**config.mk**
```make
export PLATFORM = sky130hd
export DESIGN_NAME = mqtt_receive_publish_parser_unit
export DESIGN_NICKNAME = d
export VERILOG_FILES = /design/src/hw/rtl/mqpp_pkg.sv /design/src/hw/rtl/mqpp_topic_match.sv /design/src/hw/rtl/mqtt_receive_publish_parser_unit.sv
export SDC_FILE = /design/constraint.sdc
export NUM_CORES = 1
export LEC_CHECK = 0
export BUFFER_PORTS_ARGS = -buffer_cell sky130_fd_sc_hd__buf_4
export CELL_PAD_IN_SITES_DETAIL_PLACEMENT = 2
export CELL_PAD_IN_SITES_GLOBAL_PLACEMENT = 2
export CORE_MARGIN = 3
export CORE_UTILIZATION = 35
export DETAILED_ROUTE_END_ITERATION = 10
export PLACE_DENSITY = 0.75
export SLEW_MARGIN = 40
export SYNTH_ARGS = -nofsm -noshare
export SYNTH_HDL_FRONTEND = slang
export SYNTH_SLANG_ARGS = --single-unit
```
**constraint.sdc**
```tcl
create_clock -name clk -period 13.4 [get_ports clk]
set_input_delay 0.67 -clock clk [delete_from_list [all_inputs] [get_ports clk]]
set_output_delay 0.67 -clock clk [all_outputs]
set_load 0.03 [all_outputs]
```
**src/hw/rtl/mqpp_pkg.sv**
```systemverilog
// Types, codes and constants of the MQTT receive publish parser.
`default_nettype none

package mqpp_pkg;

  localparam int PREFIX_BYTES_DEF = 24;
  localparam int PREFIX_REG_BYTES = 24;   // prefix bytes held in the three registers

  localparam logic [7:0] MAX_TOPIC_LEN_RST   = 8'd160;
  localparam logic [7:0] PAYLOAD_LIMIT_RST   = 8'd255;
  localparam logic [27:0] MAX_COVER_RST      = 28'd262144;
  localparam logic [7:0] COVER_MIN_BYTES     = 8'd128;
  localparam logic [7:0] JPEG_SOI_0          = 8'hff;
  localparam logic [7:0] JPEG_SOI_1          = 8'hd8;
  localparam logic [3:0] PKT_PUBLISH         = 4'd3;
  localparam logic [3:0] PKT_PINGRESP        = 4'd13;

  // Suffix tracker: count of "cover" letters matched, or mismatch.
  localparam logic [2:0] SFX_FULL     = 3'd5;
  localparam logic [2:0] SFX_MISMATCH = 3'd6;

  // Result event codes.
  localparam logic [2:0] EV_NAME     = 3'd0;
  localparam logic [2:0] EV_NAME_END = 3'd1;
  localparam logic [2:0] EV_META     = 3'd2;
  localparam logic [2:0] EV_COVER    = 3'd3;
  localparam logic [2:0] EV_PING     = 3'd4;
  localparam logic [2:0] EV_ERROR    = 3'd5;
  localparam logic [2:0] EV_DROP     = 3'd6;

  // Configuration register indexes.
  localparam logic [2:0] REG_STREAM_MODE = 3'd0;
  localparam logic [2:0] REG_PREFIX_LEN  = 3'd1;
  localparam logic [2:0] REG_PREFIX_LO   = 3'd2;
  localparam logic [2:0] REG_PREFIX_MID  = 3'd3;
  localparam logic [2:0] REG_PREFIX_HI   = 3'd4;
  localparam logic [2:0] REG_MAX_TOPIC   = 3'd5;
  localparam logic [2:0] REG_PAY_LIMIT   = 3'd6;
  localparam logic [2:0] REG_MAX_COVER   = 3'd7;

  typedef struct packed {
    logic       kind;
    logic [7:0] rx_byte;
  } in_item_t;

  typedef struct packed {
    logic [2:0] event_res;
    logic [7:0] data_byte;
    logic       last;
    logic       cover_ok;
  } out_item_t;

  typedef logic [PREFIX_REG_BYTES-1:0][7:0] prefix_bytes_t;

  typedef struct packed {
    logic       in_prefix;   // byte lies inside the configured prefix
    logic       byte_eq;     // byte equals the prefix byte at its position
    logic [2:0] sfx_nxt;     // suffix tracker after this byte
  } topic_match_t;

  function automatic logic [7:0] cover_letter(input logic [2:0] idx);
    logic [7:0] c;
    case (idx)
      3'd0:    c = 8'h63;  // c
      3'd1:    c = 8'h6f;  // o
      3'd2:    c = 8'h76;  // v
      3'd3:    c = 8'h65;  // e
      3'd4:    c = 8'h72;  // r
      default: c = 8'h00;
    endcase
    return c;
  endfunction

endpackage

`default_nettype wire

```
**src/hw/rtl/mqpp_topic_match.sv**
```systemverilog
// Per-byte topic check: prefix compare and "cover" suffix tracking.
`default_nettype none

module mqpp_topic_match (
  input  wire logic [7:0]             pos,
  input  wire logic [4:0]             plen,
  input  wire logic [7:0]             rx_byte,
  input  wire logic [2:0]             sfx,
  input  wire mqpp_pkg::prefix_bytes_t prefix,
  output mqpp_pkg::topic_match_t      match
);

  logic [7:0] sfx_pos;
  logic [7:0] pfx_byte;

  assign sfx_pos = pos - {3'b000, plen};

  always_comb begin
    // positions whose low five bits lie beyond the register-held prefix compare against zero
    if (pos[4:0] < 5'(mqpp_pkg::PREFIX_REG_BYTES)) begin
      pfx_byte = prefix[pos[4:0]];
    end else begin
      pfx_byte = 8'h00;
    end
  end

  always_comb begin
    match.in_prefix = pos < {3'b000, plen};
    match.byte_eq   = (rx_byte == pfx_byte);
    if (sfx_pos < 8'd5 && sfx == sfx_pos[2:0] &&
        rx_byte == mqpp_pkg::cover_letter(sfx_pos[2:0])) begin
      match.sfx_nxt = sfx_pos[2:0] + 3'd1;
    end else begin
      match.sfx_nxt = mqpp_pkg::SFX_MISMATCH;
    end
  end

endmodule

`default_nettype wire

```
**src/hw/rtl/mqtt_receive_publish_parser_unit.sv**
```systemverilog
// Top level of the MQTT receive parser with PUBLISH topic filtering.
`default_nettype none

// MQTT receive parser. Takes one broker byte per request and walks the MQTT
// framing: fixed header, remaining length (one to four 7-bit groups), and for a
// PUBLISH the topic length, topic and packet id (QoS above zero). The first
// prefix_len topic bytes must match the configured prefix; the rest is the name.
// Metadata mode (stream_mode 0) emits name bytes, a name-end event on the last
// topic byte, and up to payload_limit payload bytes. Cover mode emits the
// payload of a topic whose name is exactly "cover", with cover_ok on its last
// byte. Both modes also emit drop events. PINGRESP is reported; other packets
// are drained silently; a malformed length or short publish reports an error
// and halts until link close (kind 1). Each request produces zero or one result.
// Rate: one request per cycle; the parser state update and the result register
// sit in a single stage, and in_ready stays high while the result register is
// empty or being taken. Write configuration only while idle.
module mqtt_receive_publish_parser_unit #(
  parameter int PREFIX_BYTES = mqpp_pkg::PREFIX_BYTES_DEF
) (
  input  wire logic                clk,
  input  wire logic                rst_n,
  input  wire logic                in_valid,
  output logic                     in_ready,
  input  wire mqpp_pkg::in_item_t  in_data,
  output logic                     out_valid,
  input  wire logic                out_ready,
  output mqpp_pkg::out_item_t      out_data,
  input  wire logic                cfg_we,
  input  wire logic [2:0]          cfg_index,
  input  wire logic [63:0]         cfg_wdata
);

  typedef enum logic [8:0] {
    PH_HDR     = 9'b000000001,
    PH_LEN     = 9'b000000010,
    PH_TLEN_HI = 9'b000000100,
    PH_TLEN_LO = 9'b000001000,
    PH_TOPIC   = 9'b000010000,
    PH_PKTID   = 9'b000100000,
    PH_PAYLOAD = 9'b001000000,
    PH_DRAIN   = 9'b010000000,
    PH_HALT    = 9'b100000000
  } phase_t;

  // configuration registers
  logic        stream_mode_r;
  logic [4:0]  prefix_len_r;
  logic [2:0][63:0] prefix_r;
  logic [7:0]  max_topic_len_r;
  logic [7:0]  payload_limit_r;
  logic [27:0] max_cover_r;

  // parser state
  phase_t      phase_r, phase_nxt;
  logic [7:0]  header_r, header_nxt;
  logic [27:0] rem_r, rem_nxt;
  logic [1:0]  len_idx_r, len_idx_nxt;
  logic [15:0] tlen_r, tlen_nxt;
  logic [7:0]  tpos_r, tpos_nxt;
  logic        pfx_ok_r, pfx_ok_nxt;
  logic [2:0]  sfx_r, sfx_nxt;
  logic [1:0]  pid_left_r, pid_left_nxt;
  logic [27:0] pay_cnt_r, pay_cnt_nxt;
  logic [27:0] fwd_cnt_r, fwd_cnt_nxt;
  logic        jpeg_ok_r, jpeg_ok_nxt;

  // result register
  logic                 out_valid_r;
  mqpp_pkg::out_item_t  out_data_r;

  logic                 accept;
  logic                 emit;
  mqpp_pkg::out_item_t  res;

  logic [4:0]  plen;
  logic [7:0]  b;
  logic [1:0]  qos;
  logic [27:0] rem_dec;
  logic [27:0] pay;
  logic [27:0] limit_ext;
  logic [27:0] len_group;
  logic [27:0] rem_len;
  logic [15:0] tlen_full;
  logic        topic_last;
  logic        pfx_ok_now;
  logic [27:0] pay_inc;
  logic        pay_fin;
  logic        jpeg_new;
  logic [27:0] fwd_sel;

  mqpp_pkg::topic_match_t tm;

  assign in_ready  = !out_valid_r || out_ready;
  assign accept    = in_valid && in_ready;
  assign out_valid = out_valid_r;
  assign out_data  = out_data_r;

  // clamp the prefix length to the supported prefix size
  always_comb begin
    if ({1'b0, prefix_len_r} > 6'(PREFIX_BYTES)) begin
      plen = 5'(PREFIX_BYTES);
    end else begin
      plen = prefix_len_r;
    end
  end

  mqpp_topic_match u_match (
    .pos     (tpos_r),
    .plen    (plen),
    .rx_byte (in_data.rx_byte),
    .sfx     (sfx_r),
    .prefix  (mqpp_pkg::prefix_bytes_t'(prefix_r)),
    .match   (tm)
  );

  assign b         = in_data.rx_byte;
  assign qos       = header_r[2:1];
  assign rem_dec   = rem_r - 28'd1;
  assign pay       = rem_dec - ((qos != 2'd0) ? 28'd2 : 28'd0);
  assign limit_ext = {20'd0, payload_limit_r};
  assign tlen_full = {tlen_r[15:8], b};
  assign topic_last = (16'({1'b0, tpos_r}) + 16'd1) >= tlen_r;
  assign pfx_ok_now = pfx_ok_r && !(tm.in_prefix && !tm.byte_eq);
  assign pay_inc   = pay_cnt_r + 28'd1;
  assign pay_fin   = pay_inc >= fwd_cnt_r;
  assign rem_len   = rem_r | len_group;

  always_comb begin
    case (len_idx_r)
      2'd0:    len_group = {21'd0, b[6:0]};
      2'd1:    len_group = {14'd0, b[6:0], 7'd0};
      2'd2:    len_group = {7'd0, b[6:0], 14'd0};
      default: len_group = {b[6:0], 21'd0};
    endcase
  end

  always_comb begin
    if (pay_cnt_r == 28'd0) begin
      jpeg_new = (b == mqpp_pkg::JPEG_SOI_0);
    end else if (pay_cnt_r == 28'd1) begin
      jpeg_new = jpeg_ok_r && (b == mqpp_pkg::JPEG_SOI_1);
    end else begin
      jpeg_new = jpeg_ok_r;
    end
  end

  // parser next state and result
  always_comb begin
    phase_nxt    = phase_r;
    header_nxt   = header_r;
    rem_nxt      = rem_r;
    len_idx_nxt  = len_idx_r;
    tlen_nxt     = tlen_r;
    tpos_nxt     = tpos_r;
    pfx_ok_nxt   = pfx_ok_r;
    sfx_nxt      = sfx_r;
    pid_left_nxt = pid_left_r;
    pay_cnt_nxt  = pay_cnt_r;
    fwd_cnt_nxt  = fwd_cnt_r;
    jpeg_ok_nxt  = jpeg_ok_r;
    fwd_sel      = 28'd0;
    emit         = 1'b0;
    res          = '0;

    if (in_data.kind) begin
      // link closed: return the parser to its reset state
      phase_nxt    = PH_HDR;
      header_nxt   = 8'd0;
      rem_nxt      = 28'd0;
      len_idx_nxt  = 2'd0;
      tlen_nxt     = 16'd0;
      tpos_nxt     = 8'd0;
      pfx_ok_nxt   = 1'b1;
      sfx_nxt      = 3'd0;
      pid_left_nxt = 2'd0;
      pay_cnt_nxt  = 28'd0;
      fwd_cnt_nxt  = 28'd0;
      jpeg_ok_nxt  = 1'b0;
    end else begin
      case (phase_r)
        PH_HDR: begin
          header_nxt  = b;
          rem_nxt     = 28'd0;
          len_idx_nxt = 2'd0;
          phase_nxt   = PH_LEN;
        end
        PH_LEN: begin
          rem_nxt = rem_len;
          if (b[7]) begin
            if (len_idx_r == 2'd3) begin
              phase_nxt     = PH_HALT;
              emit          = 1'b1;
              res.event_res = mqpp_pkg::EV_ERROR;
            end else begin
              len_idx_nxt = len_idx_r + 2'd1;
            end
          end else if (header_r[7:4] == mqpp_pkg::PKT_PUBLISH) begin
            if (rem_len < 28'd2) begin
              phase_nxt     = PH_HALT;
              emit          = 1'b1;
              res.event_res = mqpp_pkg::EV_ERROR;
            end else begin
              phase_nxt = PH_TLEN_HI;
            end
          end else begin
            phase_nxt = (rem_len != 28'd0) ? PH_DRAIN : PH_HDR;
            if (header_r[7:4] == mqpp_pkg::PKT_PINGRESP) begin
              emit          = 1'b1;
              res.event_res = mqpp_pkg::EV_PING;
            end
          end
        end
        PH_TLEN_HI: begin
          tlen_nxt  = {b, 8'd0};
          rem_nxt   = rem_dec;
          phase_nxt = PH_TLEN_LO;
        end
        PH_TLEN_LO: begin
          tlen_nxt = tlen_full;
          rem_nxt  = rem_dec;
          if (tlen_full == 16'd0 || tlen_full > {8'd0, max_topic_len_r} ||
              {12'd0, tlen_full} > rem_dec) begin
            phase_nxt = (rem_dec != 28'd0) ? PH_DRAIN : PH_HDR;
          end else begin
            tpos_nxt   = 8'd0;
            sfx_nxt    = 3'd0;
            pfx_ok_nxt = {11'd0, plen} <= tlen_full;
            phase_nxt  = PH_TOPIC;
          end
        end
        PH_TOPIC: begin
          rem_nxt    = rem_dec;
          pfx_ok_nxt = pfx_ok_now;
          if (!tm.in_prefix) begin
            sfx_nxt = tm.sfx_nxt;
          end
          tpos_nxt = tpos_r + 8'd1;
          if (topic_last) begin
            if (qos != 2'd0 && rem_dec < 28'd2) begin
              // short publish: no room for the packet id
              phase_nxt     = PH_HALT;
              emit          = 1'b1;
              res.event_res = mqpp_pkg::EV_ERROR;
            end else begin
              pay_cnt_nxt = 28'd0;
              jpeg_ok_nxt = 1'b0;
              if (pfx_ok_now) begin
                if (!stream_mode_r) begin
                  if (tm.sfx_nxt == mqpp_pkg::SFX_FULL && !tm.in_prefix ||
                      tlen_r == {11'd0, plen}) begin
                    emit          = 1'b1;
                    res.event_res = mqpp_pkg::EV_DROP;
                  end else begin
                    fwd_sel       = (pay < limit_ext) ? pay : limit_ext;
                    emit          = 1'b1;
                    res.event_res = mqpp_pkg::EV_NAME_END;
                    res.data_byte = b;
                    res.last      = (fwd_sel == 28'd0);
                  end
                end else if (tm.sfx_nxt == mqpp_pkg::SFX_FULL && !tm.in_prefix) begin
                  if (pay == 28'd0 || pay > max_cover_r) begin
                    emit          = 1'b1;
                    res.event_res = mqpp_pkg::EV_DROP;
                  end else begin
                    fwd_sel = pay;
                  end
                end
              end
              fwd_cnt_nxt = fwd_sel;
              if (fwd_sel != 28'd0 && qos != 2'd0) begin
                pid_left_nxt = 2'd2;
                phase_nxt    = PH_PKTID;
              end else if (fwd_sel != 28'd0) begin
                phase_nxt = PH_PAYLOAD;
              end else begin
                phase_nxt = (rem_dec != 28'd0) ? PH_DRAIN : PH_HDR;
              end
            end
          end else if (!stream_mode_r && pfx_ok_now && !tm.in_prefix) begin
            emit          = 1'b1;
            res.event_res = mqpp_pkg::EV_NAME;
            res.data_byte = b;
          end
        end
        PH_PKTID: begin
          rem_nxt      = rem_dec;
          pid_left_nxt = pid_left_r - 2'd1;
          if (pid_left_r == 2'd1) begin
            if (fwd_cnt_r != 28'd0) begin
              phase_nxt = PH_PAYLOAD;
            end else begin
              phase_nxt = (rem_dec != 28'd0) ? PH_DRAIN : PH_HDR;
            end
          end
        end
        PH_PAYLOAD: begin
          rem_nxt     = rem_dec;
          pay_cnt_nxt = pay_inc;
          if (pay_fin) begin
            phase_nxt = (rem_dec != 28'd0) ? PH_DRAIN : PH_HDR;
          end
          emit          = 1'b1;
          res.data_byte = b;
          res.last      = pay_fin;
          if (sfx_r == mqpp_pkg::SFX_FULL) begin
            jpeg_ok_nxt   = jpeg_new;
            res.event_res = mqpp_pkg::EV_COVER;
            res.cover_ok  = pay_fin && jpeg_new &&
                            (fwd_cnt_r >= {20'd0, mqpp_pkg::COVER_MIN_BYTES});
          end else begin
            res.event_res = mqpp_pkg::EV_META;
          end
        end
        PH_DRAIN: begin
          // drop bytes until the packet is used up
          if (rem_r != 28'd0) begin
            rem_nxt = rem_dec;
          end
          if (rem_r <= 28'd1) begin
            phase_nxt = PH_HDR;
          end
        end
        default: begin
          // halted: ignore bytes until the link closes
        end
      endcase
    end
  end

  // configuration writes
  always_ff @(posedge clk) begin
    if (!rst_n) begin
      stream_mode_r   <= 1'b0;
      prefix_len_r    <= 5'd0;
      prefix_r        <= '0;
      max_topic_len_r <= mqpp_pkg::MAX_TOPIC_LEN_RST;
      payload_limit_r <= mqpp_pkg::PAYLOAD_LIMIT_RST;
      max_cover_r     <= mqpp_pkg::MAX_COVER_RST;
    end else if (cfg_we) begin
      case (cfg_index)
        mqpp_pkg::REG_STREAM_MODE: stream_mode_r   <= cfg_wdata[0];
        mqpp_pkg::REG_PREFIX_LEN:  prefix_len_r    <= cfg_wdata[4:0];
        mqpp_pkg::REG_PREFIX_LO:   prefix_r[0]     <= cfg_wdata;
        mqpp_pkg::REG_PREFIX_MID:  prefix_r[1]     <= cfg_wdata;
        mqpp_pkg::REG_PREFIX_HI:   prefix_r[2]     <= cfg_wdata;
        mqpp_pkg::REG_MAX_TOPIC:   max_topic_len_r <= cfg_wdata[7:0];
        mqpp_pkg::REG_PAY_LIMIT:   payload_limit_r <= cfg_wdata[7:0];
        mqpp_pkg::REG_MAX_COVER:   max_cover_r     <= cfg_wdata[27:0];
        default: begin
        end
      endcase
    end
  end

  // parser state: advance only on an accepted request
  always_ff @(posedge clk) begin
    if (!rst_n) begin
      phase_r    <= PH_HDR;
      header_r   <= 8'd0;
      rem_r      <= 28'd0;
      len_idx_r  <= 2'd0;
      tlen_r     <= 16'd0;
      tpos_r     <= 8'd0;
      pfx_ok_r   <= 1'b1;
      sfx_r      <= 3'd0;
      pid_left_r <= 2'd0;
      pay_cnt_r  <= 28'd0;
      fwd_cnt_r  <= 28'd0;
      jpeg_ok_r  <= 1'b0;
    end else if (accept) begin
      phase_r    <= phase_nxt;
      header_r   <= header_nxt;
      rem_r      <= rem_nxt;
      len_idx_r  <= len_idx_nxt;
      tlen_r     <= tlen_nxt;
      tpos_r     <= tpos_nxt;
      pfx_ok_r   <= pfx_ok_nxt;
      sfx_r      <= sfx_nxt;
      pid_left_r <= pid_left_nxt;
      pay_cnt_r  <= pay_cnt_nxt;
      fwd_cnt_r  <= fwd_cnt_nxt;
      jpeg_ok_r  <= jpeg_ok_nxt;
    end
  end

  // result register: on an accepted request, valid if it emits; else clear when taken
  always_ff @(posedge clk) begin
    if (!rst_n) begin
      out_valid_r <= 1'b0;
    end else if (accept) begin
      out_valid_r <= emit;
    end else if (out_ready) begin
      out_valid_r <= 1'b0;
    end
  end

  always_ff @(posedge clk) begin
    if (accept && emit) begin
      out_data_r <= res;
    end
  end

endmodule

`default_nettype wire

```
==> results by group, run 1 <==
Run status
  • Outcome: completed

Global routing
  • First-pass GRT wire length: 143,000 µm
  • Largest net degree at the start of global routing: 152
  • Gr ovfl total: 0
  • Overall global routing resource usage: ~26%
  • Initial antenna violation count: 1
  • Vias in the first global route: 23,900

Clocking
  • H-tree Lvls: 2
  • Deepest clock path buffer count: 3
  • CTS Buf Count: between 40 and 50
  • Cts repair resizes: 0
  • # clock sinks: a little under 400
  • Post-CTS setup repair buffer count: 0
  • Cts hold-fix bufs: 0
  • Insertion delay to the later sink of the worst-skew pair: between 600 and 700 ps
  • CTS tree: done
  • Root buf cell: clkbuf_16
  • Worst-path clk slew: approximately 60 ps

Detailed routing
  • DRT antenna net count: 0
  • Routed via count: roughly 22,000
  • DRT Pass-1 Iters: 5
  • 1st-iter DRT viols: ~1,000
  • Wire per inst: about 24 µm
  • Post-route DRC: 0
  • Via/cell ratio: roughly 5.7
  • Wirelength, routed: 92,000 µm

Synthesis
  • Post-synth EDFFs: 13
  • Yosys warns: 0
  • Post-synth cell types: between 90 and 100
  • Avg Inst Size Synth: 8.14 µm²
  • Cell Area, Synth: between 20,000 and 25,000 µm²
  • Syn_nets: a little over 3,000
  • Most used DFF post-synth: dfxtp_1
  • Seq/Total Area, Yosys: between 30% and 40%
  • Syn Inst Count: between 2,000 and 3,000
  • Asr flop ratio synth: 0%
  • Flops & latches, synth: slightly below 400

STA
  • Final setup vio count: 0
  • Fin crit period: roughly 7200 ps
  • Worst slew pin tran: 887 ps
  • Max Freq: about 0.14 GHz
  • Fin Clk Skew: 40.8 ps
  • Post-route setup TNS: 0 ps
  • Final Max Slew Viols: 0
  • RSZ-0062 raised after global routing: no
  • Max transition margin: approximately 40%
  • Final hold vios: 0
  • Tcrit/Tclk final: a little over half

Die
  • Initial Util: a little over a third
  • Die ar.: 70,200 µm²
  • Floorplan core area: 66,100 µm²
  • Die height: around 260 µm
  • Row count: 94
  • Die width: around 260 µm
  • IO Pins: 96

Final layout
  • Layout cells sized above 1: between 10% and 20%
  • Area grow syn2layout: 13.6%
  • Nets: approximately 3,000

Critical path
  • Crit-path max FO: 16
  • Startpoint class of the critical path: flip-flop
  • Worst path cell trace: inv_1 -> ha_1 -> nor3b_2 -> nand4_1 -> nor2_1 -> nor4b_1 -> a2bb2oi_2 -> nand3_1 -> nor3_1 -> nand4_1 -> xnor2_1 -> ha_1 -> inv_1 -> or3_1 -> a31oi_1 -> a211oi_1 -> o41ai_1 -> a2111oi_0 -> o22a_2 -> o21ai_0 -> a21o_1 -> a31oi_1 -> nor3_4
  • Crit path required time: 13,640 ps
  • Setup CP Type: reg -> reg
  • WP data arrival: between 7000 and 8000 ps
  • CP peak stage delay: 520 ps
  • Slowest stage cell, crit path: dfxtp_1
  • Crit end category: flip-flop

Hold path
  • Hold Crit Class: in -> reg

Pwr
  • Peak supply drop: 0.111 mV
  • Total power: just under 3 mW
  • Power Dens Cells: around 110 nW/µm²
  • Leakage: between 9 and 10 nW

Placement
  • Port bufs: 95
  • GP Congestion: between 0.9 and 1
  • DPL Wire Length: 66,700 µm

Run
  • Maximum capacitance violations: 0
-- path summary, 6_finish.rpt --
check,slack (ps),startpoint,depth (start not counted),endpoint
worst max-delay path,6250,rem_r[0]$_SDFFE_PN0P_,23,out_data[6]$_SDFFCE_PP0P_
worst min-delay path,310,cfg_wdata[29],3,prefix_r[29]$_SDFFE_PN0P_
worst max register to register,6250,rem_r[0]$_SDFFE_PN0P_,23,out_data[6]$_SDFFCE_PP0P_
worst min register to register,470,prefix_r[170]$_SDFFE_PN0P_,2,prefix_r[170]$_SDFFE_PN0P_
-- kinds of logic after synthesis --
| logic type | after synthesis | share of synthesized area (%) |
|---|---|---|
| AO/OA/AOI/OAI | 641 | 19.0 |
| XOR/XNOR | 100 | 3.85 |
| adder cells (fa/ha/maj) | 126 | 6.73 |
| buffers and inverters | 312 | 5.25 |
| flip-flops | 388 | 33.7 |
| multiplexers | 90 | 6.42 |
| AND/OR/NAND/NOR | 1227 | 25.1 |
-- synth_stat cells, types with 21 or more instances --
master	n	area, µm²
nor2b_1	83	519
inv_1	129	484
o22ai_1	29	181
a21oi_1	82	410
clkbuf_1	151	567
and3_1	31	194
mux4_2	48	1080
xnor2_1	56	490
mux2i_1	37	370
nand2b_1	21	131
o21ai_0	88	440
dfxtp_1	375	7510
nand2_1	613	2300
a21boi_0	255	1910
ha_1	123	1540
a21o_1	29	218
nand3_1	64	320
nor2_1	124	465
nand4_1	30	188
nor4_1	36	225
nor3_1	67	335
a22oi_1	31	233
xor2_1	42	368
and2_1	59	369
-- flip-flops by register name, summed over array words and instances, names as in the netlist, 2 cells and up --
register         count
max_cover_r         28
pid_left_r           2
pay_cnt_r           28
rem_r               28
len_idx_r            2
out_data            13
payload_limit_r      8
max_topic_len_r      8
sfx_r                3
fwd_cnt_r           28
header_r             6
prefix_r           192
tlen_r              16
tpos_r               8
phase_r              9
prefix_len_r         5
-- layout make-up --
cell class                 count  area (µm²)
tap                          864        1080
multi-input combinational   2184       14500
timing repair buffer         123         968
antenna                        3        7.51
clock inverter                26         354
fill                        7431       39400
sequential                   388        7900
clock buffer                  65        1380
inverter                     131         492
-- report_power, final --
group | leakage (nW) | total, mW | internal [mW] | switching [mW]
combinational | 5.81 | 0.304 | 0.107 | 0.197
sequential | 3.15 | 1.19 | 1.18 | 0.0128
clock | 0.837 | 1.42 | 0.845 | 0.574
total | 9.79 | 2.91 | 2.13 | 0.784
-- placed cells by master (no fill, tap or decap), drive strengths merged, types with 70 or more instances in the layout --
cell type / count
nand2: 613
dfxtp: 375
a21boi: 260
inv: 132
nor2: 125
ha: 123
buf: 122
o21ai: 102
nor2b: 83
a21oi: 82
nor3: 70
-- metrics by stage --
step / instance area, µm² / instances / util [%] / setup WS (ps) / hold WS [ps]
CTS: 26600 / 3780 / 40.3 / 6310 / 273
finish: 26700 / 3784 / 40.3 / 6250 / 310
global placement: 24800 / 3687 / 37.5 / 6660 / 447
detailed placement: 24900 / 3689 / 37.6 / 6360 / 461
floorplan: 23500 / 2884 / - / 7470 / 436
global route: 26700 / 3781 / 40.3 / 5850 / 306
-- critical path, delay by kind of cell (launching register included) --
| family | cells | cell delay, ps |
|---|---|---|
| AO/OA/AOI/OAI | 9 | 1770 |
| XOR/XNOR | 1 | 200 |
| adder cells (fa/ha/maj) | 2 | 840 |
| buffers and inverters | 2 | 330 |
| flip-flops | 1 | 520 |
| AND/OR/NAND/NOR | 9 | 3120 |
-- per-layer routing --
layer	track usage, %	vias to the layer above	routed length (µm)
met4	9.02	0	3270
met1	31.3	11100	39200
met5	0	-	0
met3	3.04	159	2710
met2	47.4	351	46800
li1	-	10000	-
Note: power is estimated with default switching activity, not from simulation.
==> run 2: changes to the inputs <==
Clock period 13.4 ns to 6.64 ns, I/O delays scaled along.
==> run 2 against run 1 <==
Compared with the run above:
- final cell count up 2.0%
- clock power up 99%
- clock skew shrank 8.1 ps
- sequential power grew 100%
- count of clock-buffer cells in the layout increased by 13
- maximum frequency increased by 14%
- wire length increased by 2.6%
- critical path type unchanged
- cell area grew 2.6%
- first-iteration DRC count grew 11%
- core utilization up 1.1 points
==> results by group, run 2 (synthesis gave the netlist of run 1 again) <==
Final layout
  • Most common cell after layout, fill and taps aside: nand2_1
  • Largest register FFs: 192 (unchanged)
  • Most frequent cells in the layout: nand2_1, dfxtp_1, a21boi_0
  • Nets: 3,158 (+2.5%)
  • Final core occ: 41.4% (+1.1 points)
  • Layout cells sized above 1: 11.8% (+0.90 points)
  • Biggest register: prefix_r
  • Area grow syn2layout: 16.6%

Run status
  • Outcome: completed

STA
  • Max transition margin: 44.5% (+4.1 points)
  • Post-route setup TNS: 0 ps (unchanged)
  • Final hold vios: 0 (unchanged)
  • RSZ-0062 raised after global routing: no
  • Tcrit/Tclk final: 94.4% (+41 points)
  • Post-route setup slack: 373 ps (-5880 ps)
  • Fin Clk Skew: 32.6 ps (-8.13 ps)
  • Final setup vio count: 0 (unchanged)
  • Final Max Slew Viols: 0 (unchanged)
  • Fin crit period: 6270 ps (-885 ps)
  • Worst slew pin tran: 831 ps (-56.6 ps)
  • Max Freq: 0.160 GHz (+14%)

Placement
  • Port bufs: 95 (unchanged)
  • GP Congestion: 0.970 (+3.1%)
  • Place WS: 547 ps (-5810 ps)
  • DPL Wire Length: 67,900 µm (+1.8%)

Critical path
  • FF-to-FF setup slack: 370 ps (-5880 ps)
  • CP peak stage delay: 490 ps (-30 ps)
  • CP delay by family, top: compound AO/OA/AOI/OAI gates
  • Crit path depth: 26 (+13%)
  • Crit end category: flip-flop
  • Crit path required time: 6990 ps (-6650 ps)
  • Worst Setup EP: out_data[0]$_SDFFCE_PP0P_
  • CP startpoint: rem_r[0]$_SDFFE_PN0P_
  • Startpoint class of the critical path: flip-flop
  • Most used cell, CP: a21o_1
  • Crit-path max FO: 13 (-3)
  • Buffers & Inverters on Critical Path: 3 (+1)
  • WP data arrival: 6610 ps (-780 ps)
  • Worst R2R Path Depth: 26 (+13%)
  • R2r startpoint: rem_r[0]$_SDFFE_PN0P_
  • Worst R2R End: out_data[0]$_SDFFCE_PP0P_
  • Setup CP Type: reg -> reg
  • Slowest stage cell, crit path: or3b_1

Die
  • Row count: 94 (unchanged)
  • Floorplan core area: 66,100 µm² (unchanged)
  • Die ar.: 70,200 µm² (unchanged)
  • Die height: 265 µm (unchanged)
  • Initial Util: 35.5% (unchanged)
  • IO Pins: 96 (unchanged)
  • Die width: 265 µm (unchanged)

Global routing
  • Initial antenna violation count: 1 (unchanged)
  • Vias in the first global route: 24,300 (+1.9%)
  • Largest net degree at the start of global routing: 166 (+9.2%)
  • Gr ovfl total: 0 (unchanged)
  • First-pass GRT wire length: 147,000 µm (+2.4%)
  • Overall global routing resource usage: 26.6% (+0.73 points)

Detailed routing
  • Wire per inst: 24.5 µm (+0.59%)
  • Via/cell ratio: 5.67 (-0.80%)
  • DRT antenna net count: 0 (unchanged)
  • DRT Pass-1 Iters: 5 (unchanged)
  • Post-route DRC: 0 (unchanged)
  • 1st-iter DRT viols: 1,154 (+11%)
  • Routed via count: 21,900 (+1.2%)
  • Wirelength, routed: 94,400 µm (+2.6%)

Clocking
  • Insertion delay to the later sink of the worst-skew pair: 610 ps (-30 ps)
  • H-tree Lvls: 2 (unchanged)
  • CTS tree: done
  • Worst-path clk slew: 60 ps (about the same)
  • Root buf cell: clkbuf_16
  • Deepest clock path buffer count: 3 (unchanged)
  • # clock sinks: 388 (unchanged)
  • CTS Buf Count: 50 (+2.0%)

Hold path
  • Hold Crit Class: in -> reg
  • Hold path cells: 3 (unchanged)

Pwr
  • Leakage: 10.1 nW (+3.6%)
  • Power Dens Cells: 215 nW/µm² (+97%)
  • Peak supply drop: 0.180 mV (+61%)

Run
  • Maximum capacitance violations: 0 (unchanged)
run 2: layout make-up:
cell class              instances  area [µm²]
diodes                          4        10.0
clock buffers                  78        1530
clock inverters                12         189
fillers                      7292       38700
inverters                     131         492
multi-input cells            2184       14500
flip-flops and latches        388        7900
well taps                     864        1080
repair buffers                198        1680
run 2: how the worst min path moves through the flow:
stage | start | to | slack, ps
detailed placement | prefix_r[24]$_SDFFE_PN0P_ | prefix_r[24]$_SDFFE_PN0P_ | 460
global route | cfg_wdata[24] | prefix_r[152]$_SDFFE_PN0P_ | 30
CTS | cfg_wdata[41] | prefix_r[105]$_SDFFE_PN0P_ | 0.7
floorplan | pid_left_r[1]$_SDFFE_PN0P_ | pid_left_r[1]$_SDFFE_PN0P_ | 440
global placement | pid_left_r[1]$_SDFFE_PN0P_ | pid_left_r[1]$_SDFFE_PN0P_ | 450
finish | cfg_wdata[41] | prefix_r[105]$_SDFFE_PN0P_ | 30
run 2: metrics by stage:
stage | hold WS (ps) | std cells | total power [mW] | cell area [µm²]
detailed placement | 459 | 3724 | 3.09 | 25100
global route | 26.2 | 3855 | 6.12 | 27300
global placement | 448 | 3723 | 3.06 | 25100
finish | 29.3 | 3859 | 5.89 | 27400
CTS | 0.651 | 3851 | 5.95 | 27200
floorplan | 436 | 2884 | 2.80 | 23500
run 2: what timing repair did:
item / 4_1_cts / 5_1_grt
buffers inserted: 0 / 1
setup endpoints to repair: 0 / 15
hold buffers: 37 / 0
gates resized for setup: 0 / 1
endpoints found under the hold margin: 67 / 0
run 2: report_power, final:
group | total [mW] | switching (mW) | leakage [nW] | internal, mW
sequential | 2.40 | 0.0242 | 3.15 | 2.37
combinational | 0.673 | 0.428 | 6.15 | 0.245
clock | 2.82 | 1.12 | 0.844 | 1.70
run 2: layer usage:
| layer | track usage (%) | share of wire (%) | vias up |
|---|---|---|---|
| li1 | - | - | 10200 |
| met1 | 32.2 | 43 | 11200 |
| met2 | 48.6 | 51 | 347 |
| met3 | 3.35 | 2.9 | 144 |
| met4 | 9.03 | 3.3 | 0 |
| met5 | 0 | 0 | - |
run 2: tightest hold or removal path: stages:
cell      delay [ps]
buf_4            130
nand2_1           50
a21boi_0          70
==> run 3: changes to the inputs <==
Settings changed: CORE_ASPECT_RATIO from default to 1.5, CORE_MARGIN 3 to default.
==> run 3 against run 2 <==
Compared with the run above:
- critical path depth fell by 1
- global-route usage rose by 1.5 points
- clock skew fell by 2.6 ps
- flip-flop and latch count did not move
- sequential power barely moved
- worst hold slack barely moved
- register-to-register slack barely moved
- core utilization fell by 0.34 points
- total power fell by 4.3%
- wire length rose by 1.1%
- final cell count fell by 0.31%
- critical path type unchanged
- sequential share of layout area rose by 0.31 points
==> results by group, run 3 (synthesis gave the netlist of run 1 again) <==
Run status
  • Outcome: completed

STA
  • Post-route setup slack: 381 ps (+7.93 ps)
  • RSZ-0062 raised after global routing: no
  • Post-route setup TNS: 0 ps (unchanged)
  • Tcrit/Tclk final: 94.3% (-0.12 points)
  • Final hold vios: 0 (unchanged)
  • Worst hold margin: 29.7 ps (+0.479 ps)
  • Max Freq: 0.160 GHz (+0.13%)
  • Final setup vio count: 0 (unchanged)
  • Final Max Slew Viols: 0 (unchanged)
  • Fin Clk Skew: 30.1 ps (-2.55 ps)
  • Fin crit period: 6260 ps (-7.93 ps)
  • Max transition margin: 40.5% (-3.9 points)
  • Worst slew pin tran: 886 ps (+55.0 ps)

Detailed routing
  • DRT antenna net count: 0 (unchanged)
  • Post-route DRC: 0 (unchanged)
  • Wirelength, routed: 95,400 µm (+1.1%)
  • Wire per inst: 24.8 µm (+1.4%)
  • 1st-iter DRT viols: 917 (-21%)
  • DRT Pass-1 Iters: 5 (unchanged)
  • Routed via count: 21,800 (-0.069%)
  • Via/cell ratio: 5.68 (+0.24%)

Die
  • Row count: 115 (+22%)
  • Initial Util: 35.6% (+0.11 points)
  • Die width: 213 µm (-19%)
  • IO Pins: 96 (unchanged)
  • Floorplan core area: 65,900 µm² (-0.30%)
  • Die ar.: 68,100 µm² (-3.0%)
  • Die height: 319 µm (+20%)

Critical path
  • Crit-path max FO: 11 (-2)
  • Startpoint class of the critical path: flip-flop
  • WP data arrival: 6790 ps (+180 ps)
  • Crit path required time: 7170 ps (+180 ps)
  • Crit end category: flip-flop
  • Setup CP Type: reg -> reg

Final layout
  • Largest register FFs: 192 (unchanged)
  • Nets: 3,144 (-0.44%)
  • FILL cells: 7,458 (+2.3%)
  • Layout cells sized above 1: 11.5% (-0.29 points)
  • Most common cell after layout, fill and taps aside: nand2_1
  • Area grow syn2layout: 15.3%
  • Final std cell area, no fill: 27,100 µm² (-1.1%)
  • Most frequent cells in the layout: nand2_1, dfxtp_1, a21boi_0
  • Ant. Diodes: 0 (-4)
  • Biggest register: prefix_r

Global routing
  • First-pass GRT wire length: 146,000 µm (-0.71%)
  • Vias in the first global route: 24,500 (+0.83%)
  • Initial antenna violation count: 0 (-1)
  • Gr ovfl total: 0 (unchanged)
  • Overall global routing resource usage: 28.1% (+1.5 points)
  • Largest net degree at the start of global routing: 241 (+45%)

Pwr
  • Leakage: 9.99 nW (-1.5%)
  • Peak supply drop: 0.195 mV (+8.7%)
  • Power Dens Cells: 208 nW/µm² (-3.2%)

Clocking
  • H-tree Lvls: 2 (unchanged)
  • Worst-path clk slew: 70 ps (about the same)
  • Root buf cell: clkbuf_16
  • Post-CTS setup repair buffer count: 0 (unchanged)
  • CTS Buf Count: 44 (-12%)
  • CTS tree: done
  • # clock sinks: 388 (unchanged)
  • Insertion delay to the later sink of the worst-skew pair: 610 ps (about the same)
  • Deepest clock path buffer count: 3 (unchanged)

Placement
  • DPL Wire Length: 70,200 µm (+3.4%)
  • GP Congestion: 0.935 (-3.6%)
  • Place WS: 330 ps (-216 ps)
  • Port bufs: 95 (unchanged)
  • Placed cell area: 25,100 µm² (-0.21%)

Run
  • Maximum capacitance violations: 0 (unchanged)

Hold path
  • Hold Crit Class: in -> reg
## run 3: changes by cell type in the layout (fill, tap and decap cells not counted), moves of 2 or more
| cell | change |
|---|---|
| nor3_4 | -2 |
| diode_2 | -4 |
| clkbuf_16 | -5 |
| dlygate4sd3_1 | -2 |
| clkbuf_1 | -7 |
| buf_4 | -5 |
| clkinv_2 | +3 |
| clkinvlp_4 | +4 |
| clkbuf_8 | -11 |
| nor3_2 | +2 |
| buf_12 | -2 |
## run 3: cell type report
cell class	count	area [µm²]	share of cell area, %
Multi-Input combinational cell	2184	14500	53.5
Sequential cell	388	7900	29.2
Timing Repair Buffer	190	1610	5.95
Clock buffer	55	1220	4.52
Tap cell	877	1100	4.06
Inverter	131	492	1.82
Clock inverter	22	263	0.971
## run 3: timing repair
action                                  4_1_cts  5_1_grt
endpoints found under the setup margin        0       30
hold buffers                                 35        0
gates resized for setup                       0        3
hold endpoints to repair                     61        0
## run 3: metrics by stage
stage	cells	utilization (%)	power, mW
finish	3847	41.0	5.64
global route	3847	41.0	5.82
CTS	3843	40.9	5.69
detailed placement	3731	38.1	3.09
global placement	3729	38.0	3.06
floorplan	2884	-	2.80
## run 3: report_power, final
part / total, mW / switching [mW] / internal (mW)
clock network: 2.58 / 1.11 / 1.47
registers: 2.40 / 0.0249 / 2.37
logic: 0.661 / 0.419 / 0.241
## run 3: worst paths after layout
| path | startpoint | endpoint | slack [ps] | cells after the start |
|---|---|---|---|---|
| max | rem_r[0]$_SDFFE_PN0P_ | fwd_cnt_r[8]$_SDFFE_PN0P_ | 380 | 25 |
| min | cfg_wdata[58] | prefix_r[58]$_SDFFE_PN0P_ | 30 | 3 |
| max reg2reg | rem_r[0]$_SDFFE_PN0P_ | fwd_cnt_r[8]$_SDFFE_PN0P_ | 380 | 25 |
| min reg2reg | prefix_r[64]$_SDFFE_PN0P_ | prefix_r[64]$_SDFFE_PN0P_ | 470 | 2 |
## run 3: worst max-delay path, stage by stage, from the launching register on
cell	delay (ps)
dfxtp_1	320
inv_1	160
ha_2	300
nor3b_2	470
nand4_1	220
buf_4	190
or3_1	360
o32ai_1	150
a22o_2	270
nand3_1	180
nor3_1	220
nand4_1	130
xnor2_1	350
ha_1	330
inv_1	80
or3_1	130
o21bai_1	70
a211oi_1	230
o41ai_1	130
a2111oi_0	410
o22a_2	370
buf_4	230
a22o_4	160
nand2_1	260
o21ai_0	290
and2_1	150
## run 3: metal layers
metal  GRT usage (%)  share of wire (%)  vias to the layer above
met5               0                  0                        -
met1            28.8                 37                    11100
li1                -                  -                    10100
met2            54.6                 55                      374
met4            14.2                5.5                        0
met3            3.25                2.9                      210
